## src/rtl/triangle_texcoord_assembler_macros.svh

```systemverilog
// Assertion macros shared by the triangle texcoord assembler RTL.
// No dependencies; included by the modules that carry assertions.
`ifndef TRIANGLE_TEXCOORD_ASSEMBLER_MACROS_SVH
`define TRIANGLE_TEXCOORD_ASSEMBLER_MACROS_SVH

`ifndef SYNTHESIS
`define TCA_ASSERT_IMPLY(label, clk, rst, ante, cons) \
   label: assert property (@(posedge clk) disable iff (rst) (ante) |-> (cons)) \
      else $error("tca assertion failed");
`define TCA_ASSERT_NEXT(label, clk, rst, ante, cons) \
   label: assert property (@(posedge clk) disable iff (rst) (ante) |=> (cons)) \
      else $error("tca assertion failed");
`else
`define TCA_ASSERT_IMPLY(label, clk, rst, ante, cons)
`define TCA_ASSERT_NEXT(label, clk, rst, ante, cons)
`endif

`endif

```

## src/rtl/tca_pkg.sv

```systemverilog
// Types and constants of the triangle texcoord assembler.
// No dependencies; imported by every module of the block.
`default_nettype none

package tca_pkg;

   localparam int COUNT_WIDTH = 16;
   localparam int COORD_WIDTH = 32;
   localparam int CSR_INDEX_WIDTH = 2;

   localparam logic [CSR_INDEX_WIDTH-1:0] CSR_DRAW_MODE    = 2'd0;
   localparam logic [CSR_INDEX_WIDTH-1:0] CSR_VERTEX_COUNT = 2'd1;

   localparam logic [1:0] MODE_LIST  = 2'd0;
   localparam logic [1:0] MODE_STRIP = 2'd1;
   localparam logic [1:0] MODE_FAN   = 2'd2;

   localparam logic [1:0] PHASE_FIRST  = 2'd0;
   localparam logic [1:0] PHASE_SECOND = 2'd1;
   localparam logic [1:0] PHASE_CLOSE  = 2'd2;

   // count / 3 == (count * THIRD_RECIP) >> THIRD_SHIFT for every 16-bit count
   localparam int THIRD_SHIFT = 17;
   localparam logic [THIRD_SHIFT-1:0] THIRD_RECIP = 17'd43691;

   localparam logic [COUNT_WIDTH-1:0] MIN_STRIP_VERTICES = 16'd3;
   localparam logic [COUNT_WIDTH-1:0] STRIP_OVERHEAD     = 16'd2;

   typedef struct packed {
      logic [COORD_WIDTH-1:0] u;
      logic [COORD_WIDTH-1:0] v;
   } vertex_type;

   typedef struct packed {
      logic [COORD_WIDTH-1:0] coord_u;
      logic [COORD_WIDTH-1:0] coord_v;
   } req_payload_type;

   typedef struct packed {
      logic [COUNT_WIDTH-1:0] tri_index;
      logic [COUNT_WIDTH-1:0] row_stride;
      logic [COORD_WIDTH-1:0] corner0_u;
      logic [COORD_WIDTH-1:0] corner0_v;
      logic [COORD_WIDTH-1:0] corner1_u;
      logic [COORD_WIDTH-1:0] corner1_v;
      logic [COORD_WIDTH-1:0] corner2_u;
      logic [COORD_WIDTH-1:0] corner2_v;
      logic                   batch_end;
      logic                   bad_mode;
   } rsp_payload_type;

   // one queued triangle; pad asks the back end for a trailing copy
   typedef struct packed {
      rsp_payload_type result;
      logic            pad;
   } tri_cmd_type;

endpackage

`default_nettype wire

```

## src/rtl/tca_front.sv

```systemverilog
// Front end: register file, vertex history and triangle classification.
// Depends on tca_pkg; feeds tri_cmd_type commands to tca_queue.
`default_nettype none

module tca_front
   import tca_pkg::*;
(
   input  wire logic                       clock,
   input  wire logic                       reset,
   input  wire logic                       csr_write,
   input  wire logic [CSR_INDEX_WIDTH-1:0] csr_index,
   input  wire logic [COUNT_WIDTH-1:0]     csr_wdata,
   input  wire logic                       take,
   input  wire req_payload_type            req_payload,
   output logic                            push_valid,
   output tri_cmd_type                     push_cmd
);

   logic [1:0]             mode_ff, mode_in;
   logic [COUNT_WIDTH-1:0] count_ff, count_in;
   logic [COUNT_WIDTH-1:0] total_ff, total_in;
   logic [COUNT_WIDTH-1:0] stride_ff, stride_in;
   logic [COUNT_WIDTH-1:0] seen_ff, seen_in;
   logic [COUNT_WIDTH-1:0] made_ff, made_in;
   logic [1:0]             phase_ff, phase_in;
   vertex_type             center_ff, center_in;
   vertex_type             older_ff, older_in;
   vertex_type             newer_ff, newer_in;

   logic                                  wr_mode, wr_count;
   logic [COUNT_WIDTH-1:0]                cfg_count;
   logic [1:0]                            cfg_mode;
   logic [COUNT_WIDTH+THIRD_SHIFT-1:0]    third_prod;
   logic [COUNT_WIDTH-1:0]                total_list, total_strip, total_new;

   vertex_type cur, corner_a, corner_b;
   logic       last, tri_hit, bad_hit, final_real;

   assign wr_mode  = csr_write && (csr_index == CSR_DRAW_MODE);
   assign wr_count = csr_write && (csr_index == CSR_VERTEX_COUNT);
   assign cfg_mode  = wr_mode  ? csr_wdata[1:0] : mode_ff;
   assign cfg_count = wr_count ? csr_wdata : count_ff;

   assign third_prod  = {{THIRD_SHIFT{1'b0}}, cfg_count} *
                        {{COUNT_WIDTH{1'b0}}, THIRD_RECIP};
   assign total_list  = third_prod[THIRD_SHIFT +: COUNT_WIDTH];
   assign total_strip = (cfg_count >= MIN_STRIP_VERTICES) ?
                        (cfg_count - STRIP_OVERHEAD) : '0;
   assign total_new   = (cfg_mode == MODE_LIST) ? total_list : total_strip;

   assign cur.u = req_payload.coord_u;
   assign cur.v = req_payload.coord_v;
   assign last  = (seen_ff == (count_ff - COUNT_WIDTH'(1)));
   assign final_real = (made_ff == (total_ff - COUNT_WIDTH'(1)));

   always_comb begin
      mode_in   = mode_ff;
      count_in  = count_ff;
      total_in  = total_ff;
      stride_in = stride_ff;
      seen_in   = seen_ff;
      made_in   = made_ff;
      phase_in  = phase_ff;
      center_in = center_ff;
      older_in  = older_ff;
      newer_in  = newer_ff;
      corner_a  = '0;
      corner_b  = '0;
      tri_hit   = 1'b0;
      bad_hit   = 1'b0;

      if (wr_mode || wr_count) begin
         mode_in   = cfg_mode;
         count_in  = cfg_count;
         total_in  = total_new;
         stride_in = total_new + {{(COUNT_WIDTH-1){1'b0}}, total_new[0]};
         seen_in   = '0;
         made_in   = '0;
         phase_in  = PHASE_FIRST;
      end else if (take && (count_ff != '0)) begin
         unique case (mode_ff)
            MODE_LIST: begin
               case (phase_ff)
                  PHASE_FIRST: begin
                     older_in = cur;
                     phase_in = PHASE_SECOND;
                  end
                  PHASE_SECOND: begin
                     newer_in = cur;
                     phase_in = PHASE_CLOSE;
                  end
                  default: begin
                     corner_a = older_ff;
                     corner_b = newer_ff;
                     tri_hit  = 1'b1;
                     phase_in = PHASE_FIRST;
                  end
               endcase
            end
            MODE_STRIP: begin
               tri_hit  = (seen_ff >= COUNT_WIDTH'(2));
               corner_a = made_ff[0] ? newer_ff : older_ff;
               corner_b = made_ff[0] ? older_ff : newer_ff;
               older_in = newer_ff;
               newer_in = cur;
            end
            MODE_FAN: begin
               if (seen_ff == '0) begin
                  center_in = cur;
               end
               tri_hit  = (seen_ff >= COUNT_WIDTH'(2));
               corner_a = center_ff;
               corner_b = newer_ff;
               newer_in = cur;
            end
            default: begin
               bad_hit = last;
            end
         endcase

         if (tri_hit) begin
            made_in = made_ff + COUNT_WIDTH'(1);
         end
         if (last) begin
            seen_in  = '0;
            made_in  = '0;
            phase_in = PHASE_FIRST;
         end else begin
            seen_in = seen_ff + COUNT_WIDTH'(1);
         end
      end
   end

   always_comb begin
      push_cmd = '0;
      push_valid = tri_hit || bad_hit;
      if (bad_hit) begin
         push_cmd.result.bad_mode = 1'b1;
      end else begin
         push_cmd.result.tri_index  = made_ff;
         push_cmd.result.row_stride = stride_ff;
         push_cmd.result.corner0_u  = corner_a.u;
         push_cmd.result.corner0_v  = corner_a.v;
         push_cmd.result.corner1_u  = corner_b.u;
         push_cmd.result.corner1_v  = corner_b.v;
         push_cmd.result.corner2_u  = cur.u;
         push_cmd.result.corner2_v  = cur.v;
         push_cmd.result.batch_end  = final_real && !total_ff[0];
         push_cmd.pad               = final_real && total_ff[0];
      end
   end

   always_ff @(posedge clock) begin
      if (reset) begin
         mode_ff   <= MODE_LIST;
         count_ff  <= '0;
         total_ff  <= '0;
         stride_ff <= '0;
         seen_ff   <= '0;
         made_ff   <= '0;
         phase_ff  <= PHASE_FIRST;
         center_ff <= '0;
         older_ff  <= '0;
         newer_ff  <= '0;
      end else begin
         mode_ff   <= mode_in;
         count_ff  <= count_in;
         total_ff  <= total_in;
         stride_ff <= stride_in;
         seen_ff   <= seen_in;
         made_ff   <= made_in;
         phase_ff  <= phase_in;
         center_ff <= center_in;
         older_ff  <= older_in;
         newer_ff  <= newer_in;
      end
   end

endmodule

`default_nettype wire

```

## src/rtl/tca_queue.sv

```systemverilog
// Short command queue between the front and back ends.
// Depends on tca_pkg and the assembler assertion macros.
`default_nettype none

`include "triangle_texcoord_assembler_macros.svh"

module tca_queue
   import tca_pkg::*;
#(
   parameter int DEPTH = 2
)
(
   input  wire logic        clock,
   input  wire logic        reset,
   input  wire logic        push,
   input  wire tri_cmd_type push_cmd,
   output logic             full,
   input  wire logic        pop,
   output logic             pop_valid,
   output tri_cmd_type      pop_cmd
);

   localparam int PTR_W = (DEPTH > 1) ? $clog2(DEPTH) : 1;
   localparam int CNT_W = $clog2(DEPTH + 1);

   tri_cmd_type        entries_ff [DEPTH];
   logic [PTR_W-1:0]   wr_ptr_ff, wr_ptr_in;
   logic [PTR_W-1:0]   rd_ptr_ff, rd_ptr_in;
   logic [CNT_W-1:0]   count_ff, count_in;

   assign full      = (count_ff == CNT_W'(DEPTH));
   assign pop_valid = (count_ff != '0);
   assign pop_cmd   = entries_ff[rd_ptr_ff];

   always_comb begin
      wr_ptr_in = wr_ptr_ff;
      rd_ptr_in = rd_ptr_ff;
      count_in  = count_ff;
      if (push) begin
         wr_ptr_in = (wr_ptr_ff == PTR_W'(DEPTH - 1)) ? '0 : wr_ptr_ff + PTR_W'(1);
      end
      if (pop) begin
         rd_ptr_in = (rd_ptr_ff == PTR_W'(DEPTH - 1)) ? '0 : rd_ptr_ff + PTR_W'(1);
      end
      if (push && !pop) begin
         count_in = count_ff + CNT_W'(1);
      end else if (pop && !push) begin
         count_in = count_ff - CNT_W'(1);
      end
   end

   always_ff @(posedge clock) begin
      if (push) begin
         entries_ff[wr_ptr_ff] <= push_cmd;
      end
   end

   always_ff @(posedge clock) begin
      if (reset) begin
         wr_ptr_ff <= '0;
         rd_ptr_ff <= '0;
         count_ff  <= '0;
      end else begin
         wr_ptr_ff <= wr_ptr_in;
         rd_ptr_ff <= rd_ptr_in;
         count_ff  <= count_in;
      end
   end

   `TCA_ASSERT_IMPLY(a_no_push_when_full, clock, reset, full, !push)
   `TCA_ASSERT_IMPLY(a_no_pop_when_empty, clock, reset, !pop_valid, !pop)

endmodule

`default_nettype wire

```

## src/rtl/tca_back.sv

```systemverilog
// Back end: output register and pad-triangle replay.
// Depends on tca_pkg and the assembler assertion macros.
`default_nettype none

`include "triangle_texcoord_assembler_macros.svh"

module tca_back
   import tca_pkg::*;
(
   input  wire logic        clock,
   input  wire logic        reset,
   input  wire logic        cmd_valid,
   input  wire tri_cmd_type cmd,
   output logic             cmd_pop,
   output logic             rsp_valid,
   input  wire logic        rsp_ready,
   output rsp_payload_type  rsp_payload
);

   logic            rsp_valid_ff, rsp_valid_in;
   logic            pad_pending_ff, pad_pending_in;
   rsp_payload_type rsp_ff, rsp_in;
   logic            out_free;

   assign out_free    = !rsp_valid_ff || rsp_ready;
   assign cmd_pop     = out_free && !pad_pending_ff && cmd_valid;
   assign rsp_valid   = rsp_valid_ff;
   assign rsp_payload = rsp_ff;

   always_comb begin
      rsp_valid_in   = rsp_valid_ff;
      pad_pending_in = pad_pending_ff;
      rsp_in         = rsp_ff;
      if (out_free) begin
         if (pad_pending_ff) begin
            rsp_in.tri_index = rsp_ff.tri_index + COUNT_WIDTH'(1);
            rsp_in.batch_end = 1'b1;
            rsp_valid_in     = 1'b1;
            pad_pending_in   = 1'b0;
         end else if (cmd_valid) begin
            rsp_in         = cmd.result;
            rsp_valid_in   = 1'b1;
            pad_pending_in = cmd.pad;
         end else begin
            rsp_valid_in = 1'b0;
         end
      end
   end

   always_ff @(posedge clock) begin
      rsp_ff <= rsp_in;
   end

   always_ff @(posedge clock) begin
      if (reset) begin
         rsp_valid_ff   <= 1'b0;
         pad_pending_ff <= 1'b0;
      end else begin
         rsp_valid_ff   <= rsp_valid_in;
         pad_pending_ff <= pad_pending_in;
      end
   end

   `TCA_ASSERT_IMPLY(a_pad_behind_result, clock, reset, pad_pending_ff, rsp_valid_ff)
   `TCA_ASSERT_NEXT(a_pad_ends_batch, clock, reset, pad_pending_ff && rsp_ready,
                    rsp_valid_ff && rsp_ff.batch_end)
   `TCA_ASSERT_IMPLY(a_error_fields_clear, clock, reset, rsp_valid_ff && rsp_ff.bad_mode,
                     (rsp_ff.tri_index == '0) && !rsp_ff.batch_end && !pad_pending_ff)

endmodule

`default_nettype wire

```

## src/rtl/triangle_texcoord_assembler.sv

```systemverilog
// Top level of the triangle texcoord assembler: front end, command queue, back end.
// Depends on tca_pkg, tca_front, tca_queue and tca_back.
//
//   port group   direction   handshake            payload
//   req_*        in          req_valid/req_ready  req_payload_type (one vertex)
//   rsp_*        out         rsp_valid/rsp_ready  rsp_payload_type (one triangle)
//   csr_*        in          csr_write            csr_index, csr_wdata
//
// One vertex is taken per cycle while req_ready is high; its triangle is written into
// the command queue, then into the back end's output register, before rsp_valid rises.
// The back end replays an odd batch's last triangle as a pad triangle ending the batch.
// req_ready drops only while the QUEUE_DEPTH-entry command queue is full.
// Reset clears CSRs, counters, vertices, pointers and valid bits; no clearing pass.
`default_nettype none

module triangle_texcoord_assembler
   import tca_pkg::*;
#(
   parameter int QUEUE_DEPTH = 2
)
(
   input  wire logic                       clock,
   input  wire logic                       reset,
   input  wire logic                       req_valid,
   output logic                            req_ready,
   input  wire req_payload_type            req_payload,
   output logic                            rsp_valid,
   input  wire logic                       rsp_ready,
   output rsp_payload_type                 rsp_payload,
   input  wire logic                       csr_write,
   input  wire logic [CSR_INDEX_WIDTH-1:0] csr_index,
   input  wire logic [COUNT_WIDTH-1:0]     csr_wdata
);

   logic        take;
   logic        push_valid, queue_full, pop_valid, cmd_pop;
   tri_cmd_type push_cmd, pop_cmd;

   assign req_ready = !queue_full;
   assign take      = req_valid && req_ready;

   tca_front u_front (
      .clock       (clock),
      .reset       (reset),
      .csr_write   (csr_write),
      .csr_index   (csr_index),
      .csr_wdata   (csr_wdata),
      .take        (take),
      .req_payload (req_payload),
      .push_valid  (push_valid),
      .push_cmd    (push_cmd)
   );

   tca_queue #(
      .DEPTH (QUEUE_DEPTH)
   ) u_queue (
      .clock     (clock),
      .reset     (reset),
      .push      (push_valid),
      .push_cmd  (push_cmd),
      .full      (queue_full),
      .pop       (cmd_pop),
      .pop_valid (pop_valid),
      .pop_cmd   (pop_cmd)
   );

   tca_back u_back (
      .clock       (clock),
      .reset       (reset),
      .cmd_valid   (pop_valid),
      .cmd         (pop_cmd),
      .cmd_pop     (cmd_pop),
      .rsp_valid   (rsp_valid),
      .rsp_ready   (rsp_ready),
      .rsp_payload (rsp_payload)
   );

endmodule

`default_nettype wire
```

## config.mk

```make
export PLATFORM = sky130hd
export DESIGN_NAME = triangle_texcoord_assembler
export DESIGN_NICKNAME = d
export VERILOG_FILES = /design/src/rtl/tca_pkg.sv /design/src/rtl/tca_front.sv /design/src/rtl/tca_queue.sv /design/src/rtl/tca_back.sv /design/src/rtl/triangle_texcoord_assembler.sv
export VERILOG_INCLUDE_DIRS = /design/src /design/src/rtl
export SDC_FILE = /design/constraint.sdc
export NUM_CORES = 2
export LEC_CHECK = 0
export ABC_AREA = 1
export BUFFER_PORTS_ARGS = -buffer_cell sky130_fd_sc_hd__clkbuf_2
export CORE_MARGIN = 10
export CORE_UTILIZATION = 45
export CTS_BUF_LIST = sky130_fd_sc_hd__clkbuf_16
export DETAILED_ROUTE_END_ITERATION = 8
export HOLD_SLACK_MARGIN = 0.05
export PLACE_DENSITY = 0.62
export RECOVER_POWER = 50
export SLEW_MARGIN = 10
export SYNTH_ARGS = -nofsm -noshare
export SYNTH_HDL_FRONTEND = slang
export SYNTH_HIERARCHICAL = 1
export SYNTH_SLANG_ARGS = --single-unit
```

## constraint.sdc

```tcl
create_clock -name clock -period 15.9 [get_ports clock]
set_clock_uncertainty 0.05 [all_clocks]
set_input_delay 0.795 -clock clock [delete_from_list [all_inputs] [get_ports clock]]
set_output_delay 0.795 -clock clock [all_outputs]
set_load 0.02 [all_outputs]
```

-- After elaboration in Yosys (flattened, before gate mapping)
Memory sizes are Yosys's and may differ from the RTL's. A register that Yosys moved wholly into a read port is not among the register bits.
Cells that the tools add are included.
- bits in writable memories: 454
- memories: 1
- register bits after elaboration: 508
- input bits: 87
- memory list (memory ; depth ; width ; read ports ; clocked after Yosys merged registers in ; wr ports ; RTL line ; source):
    u_queue.entries_ff ; 2 ; 227 ; 1 ; 1 ; 1 ; tca_queue.sv:26 ; tri_cmd_type entries_ff [DEPTH];
- multiplexer cells: 50
- bitwise gates (word level): 2
- eq/ne operators: 9
- order comparisons: 2
- add/sub/neg operators: 11
- reduce and logical (&&, ||, !) cells: 43
- multipliers: 1
- operators by type and width (operator ; count):
    2-to-1 mux 64 bit ; 10
    case mux 64 bit (3 select lines) ; 2
    case mux 64 bit (2 select lines) ; 2
    2-to-1 mux 226 bit ; 1
    2-to-1 mux 225 bit ; 1
    2-to-1 mux 16 bit ; 7
    adder 16 x 1 -> 16 bit, second input constant ; 3
    equality test 16 bit ; 2
    greater-or-equal comparator 16 x 2 -> 1 bit, second input constant ; 2
    multiplier 16 x 16 -> 32 bit, second input constant ; 1
    subtractor 16 x 1 -> 16 bit, second input constant ; 2
    2-to-1 mux 1 bit ; 20
    adder 16 x 1 -> 16 bit ; 1
    logical NOT 16 bit ; 1
    nonzero test 16 bit ; 1
    subtractor 16 x 2 -> 16 bit, second input constant ; 1
    nonzero test 2 bit ; 7
    AND reduction 4 bit ; 3
    logical AND 1 bit ; 10
    2-to-1 mux 2 bit ; 5
    logical NOT 2 bit ; 4
    equality test 2 x 1 -> 1 bit, second input constant ; 3
    logical NOT 1 bit ; 6
    AND reduction 2 bit ; 3
    other kinds (12) ; 20

-- Logic depth before layout (Yosys ltp)
- depth after elaboration: 13
- gate-level depth with buffers: 40

-- Modules after synthesis
The synthesis kept the hierarchy.
- modules (own cells, without submodules) (module ; area an instance (µm²) ; sequential area each (µm²) ; instances ; cells an instance):
    tca_front ; 20977.6 ; 5505.3 ; 1 ; 3104
    tca_queue ; 16706.0 ; 13733.2 ; 1 ; 739
    tca_back ; 7437.1 ; 6826.5 ; 1 ; 359
    triangle_texcoord_assembler ; 13.8 ; 0.0 ; 1 ; 3

-- Worst setup path before layout
Ideal clock, no wire load.
- path kind: in2reg
- from: input rsp_ready
- to: register u_back.rsp_ff (netlist bit u_back/rsp_payload[0]) (enable)
- stages on the path: 2
- path slack: -0.112 ns
- data required time: 14.815 ns
- library setup time: 1.035 ns
- data arrival time: 14.927 ns
- path through: nor2_1 > nor3_1
- longest elaborated chain between the ends: 2
- RTL lines (element ; RTL line ; source):
    start: declaration ; triangle_texcoord_assembler.sv:28 ; input wire logic rsp_ready,
    logical OR 1 bit ; tca_back.sv:25 ; assign out_free = !rsp_valid_ff || rsp_ready;
    AND reduction 3 bit (no line) ; n/a ;
    end signal: assignment ; tca_back.sv:51 ; rsp_ff <= rsp_in;
    end: declaration ; tca_back.sv:22 ; rsp_payload_type rsp_ff, rsp_in;
Every way passes these cells.
A chain may end at the register's enable or synchronous reset.

-- Worst setup path after layout
- from: register u_queue.count_ff[0]
- to: register u_back.rsp_ff (netlist bit u_back/rsp_payload[40]) (enable)
- longest elaborated chain between the ends: 2
- RTL lines (element ; RTL line ; source):
    start: declaration ; tca_queue.sv:29 ; logic [CNT_W-1:0] count_ff, count_in;
    start signal: assignment ; tca_queue.sv:66 ; count_ff <= count_in;
    nonzero test 2 bit ; tca_queue.sv:32 ; assign pop_valid = (count_ff != '0);
    net pop_valid ; triangle_texcoord_assembler.sv:36 ; logic push_valid, queue_full, pop_valid, cmd_pop;
    AND reduction 3 bit (no line) ; n/a ;
The timed path passes the listed nets, and every way through them passes these cells.

==> results.sh <==
export IMPL_outcome="finished, violations left"
export IMPL_violations="capacitance limit, slew limit"
export IMPL_cts_resized=0
export IMPL_dr_total_vias=30900
export IMPL_yosysSeqAreaShare_pct=57.75
export IMPL_p_sw_mw=2.817
export IMPL_die_h_um=336.7
export IMPL_pre_cts_ws_ps=8042
export IMPL_cp_max_fo=149
export IMPL_slew_headroom_pct=-512.3
export IMPL_firstDrtPassIters=5
export IMPL_grt_pass1_vias=30260
export IMPL_grtUsageTotal_pct=21.00
export IMPL_grt_pass1_wl_mm=183.9
export IMPL_required_ps=15880
export IMPL_nFillCells=9217
export IMPL_dieArea_mm2=0.1134
export IMPL_power_frac_seq_pct=40.8
export IMPL_ys_flop_type="edfxtp_1"
export IMPL_port_buffer_count=314
export IMPL_hpwl_mm=81.07
export IMPL_end_kind="register"
export IMPL_worstSetupPathType="register to register"
export IMPL_multi_input_area_mm2=0.01578
export IMPL_ctsHoldBuffers=0
export IMPL_antenna_found_initial=5
export IMPL_ant_nets=0
export IMPL_cp_arrival_ps=10330
export IMPL_ios=315
export IMPL_yosysMostFrequentCell="edfxtp_1"
export IMPL_synth_area_leaders="edfxtp_1 45%, dfxtp_1 13%, inv_1 5.1%, mux2_2 4.9%, nor2_1 4.7%"
export IMPL_fp_row_count=116
export IMPL_async_reset_ff_share_pct=0
export IMPL_fmax_ghz=0.09667
export IMPL_cp_slowest_cell="clkbuf_1"
export IMPL_routed_wl_mm=121.6
export IMPL_cts_sinks=962
export IMPL_yosysTopAreaCell="edfxtp_1"
export IMPL_path_clk_slew_ps=70
export IMPL_max_vdd_ir_drop_mv=0.1569
export IMPL_synth_cell_types=58
export IMPL_ctsLongestPathBuffers=3
export IMPL_vias_per_cell=5.270
export IMPL_worstHoldPathType="input port to register"
export IMPL_fin_tns_setup_ps=0
export IMPL_netlist_instances=4205
export IMPL_post_route_period_util_pct=65.06
export IMPL_p_int_mw=5.370
export IMPL_fp_coreArea_mm2=0.09986
export IMPL_hold_ws_ps=343.2
export IMPL_ys_top_cells_by_count="680 x edfxtp_1, 610 x inv_1, 571 x nor2_1"
export IMPL_power_share_clock_pct=29.9
export IMPL_synth_seq_cells=962
export IMPL_avgRoutedWirePerCell_um=20.74
export IMPL_area_growth_pct=12.59
export IMPL_root_buffer="clkbuf_16"
export IMPL_tightestPinTransition_ps=9184
export IMPL_period_needed_ps=10340
export IMPL_syn_nets=4503
export IMPL_grt_remaining_overflow=0
export IMPL_synth_edf_count=680
export IMPL_critPathMaxStageDelay_ps=6000
export IMPL_nets=4768
export IMPL_first_iter_violations=2261
export IMPL_drv_cap=11
export IMPL_cts_tree="done"
export IMPL_cts_inserted_buffers=103
export IMPL_cts_htree_levels=3
export IMPL_hold_viol=0
export IMPL_regArea_mm2=0.02607
export IMPL_synth_top_area_share_pct=45.24
export IMPL_rsz0062_at_grt="no"
export IMPL_power_leakage_nw=19.26
export IMPL_setup_viol=0
export IMPL_drc=0
export IMPL_initial_core_util_pct=45.20
export IMPL_grt_max_degree=160
export IMPL_cp_start_kind="register"
export IMPL_clk_latency_ps=680
export IMPL_syn_area_mm2=0.04513
export IMPL_comb_power_share_pct=29.3
export IMPL_p_per_area_mw_per_mm2=161.1
export IMPL_avgSynthCellArea_um2=10.73
export IMPL_swShare_pct=34.41
export IMPL_crit_chain="inv_1, nand2_1, inv_1, nor3_4, clkbuf_1, clkbuf_1"
export IMPL_fin_ws_ps=5555
export IMPL_place_gp_congestion=0.9668
export IMPL_synth_warning_count=6
export IMPL_drive_above_1_share_pct=9.583
export IMPL_slew_viol_final=680
export IMPL_die_w_um=336.7
export IMPL_post_cts_buffers=0
==> per-layer routing <==
layer | global-route usage [%] | vias to the layer above | share of wire, %
met2 | 32.43 | 903 | 45
met5 | 0 | - | 0.022
met1 | 29.26 | 14940 | 46
li1 | - | 14870 | -
met4 | 8.045 | 4 | 3.2
met3 | 3.760 | 184 | 6.1
==> cells in the final DEF (no fill, tap or decap), types with 17 or more instances in the layout <==
cell type  count
fa_1          75
nand3_1      103
o22ai_1       71
dfxtp_1      282
nand2_1      377
clkbuf_16    103
clkbuf_1     236
edfxtp_1     680
a211oi_1      68
ha_1         134
mux2_1       102
buf_4         22
xor2_1        63
o21ai_1       17
a221oi_1      65
o21ai_0      220
nand4_1       20
a21oi_1      246
nor2_1       570
inv_1        633
clkinv_1      21
nand3b_1      18
clkbuf_2      85
xnor2_1       21
nor3_1        45
mux2_2       122
==> state kept, by name (all words and copies together) (netlist names), 16 cells and up, named ones only <==
signal / flops
u_queue/entries_ff: 454
u_front/older_ff: 64
u_front/center_ff: 64
u_front/seen_ff: 16
u_front/newer_ff: 64
u_front/count_ff: 16
u_front/made_ff: 16
u_front/total_ff: 16
u_back/rsp_payload: 226
==> logic make-up (layout without fill, tap and decap cells) <==
family	after synthesis	after routing	synth area share (%)
simple gates	1193	1193	11.09
flops	962	962	57.75
buf+inv	804	1159	7.011
compound gates	723	723	9.500
mux	227	227	5.913
fa+ha+maj	211	211	7.097
xor+xnor	84	84	1.630
other cells	1	6	0.008308
==> power groups by stage <==
stage	clock network [mW]	logic (mW)	registers [mW]
after detailed placement	0	2.47	3.33
after floorplan	0	1.42	3.64
after global routing	2.60	2.66	3.39
after global placement	0	2.46	3.33
after CTS	2.51	2.48	3.29
final	2.45	2.40	3.34
==> through the flow <==
stage / util [%] / area [um2] / power, mW / cells
finish: 50.89 / 50820 / 8.186 / 5863
global route: 50.89 / 50810 / 8.648 / 5861
CTS: 51.44 / 51360 / 8.275 / 5858
detailed placement: 47.94 / 47870 / 5.801 / 5663
global placement: 47.94 / 47870 / 5.793 / 5663
floorplan: - / 45140 / 5.062 / 4205
==> area by class of cell <==
cell class / instances / area share (%)
multi-input cells: 2439 / 31.06
well taps: 1298 / 3.196
clock buffers: 103 / 5.072
diodes: 5 / 0.02462
inverters: 620 / 4.599
clock inverters: 92 / 1.812
flip-flops and latches: 962 / 51.29
repair buffers: 344 / 2.945
==> final timing paths <==
check | start | to | slack (ps) | cells after the start
max | u_queue/count_ff[0] | u_back/rsp_payload[40] | 5560 | 6
min | req_payload[31] | u_front/center_ff[31] | 340 | 3
max reg2reg | u_queue/count_ff[0] | u_back/rsp_payload[40] | 5560 | 6
min reg2reg | u_front/stride_ff[14] | u_front/stride_ff[14] | 410 | 2
==> critical path, delay by kind of cell (launching register included) <==
kind / cells / cell delay, ps
DFF: 1 / 350
and+or+nand+nor: 2 / 260
buffers and inverters: 4 / 8740
(Power assumes the default switching activity.)
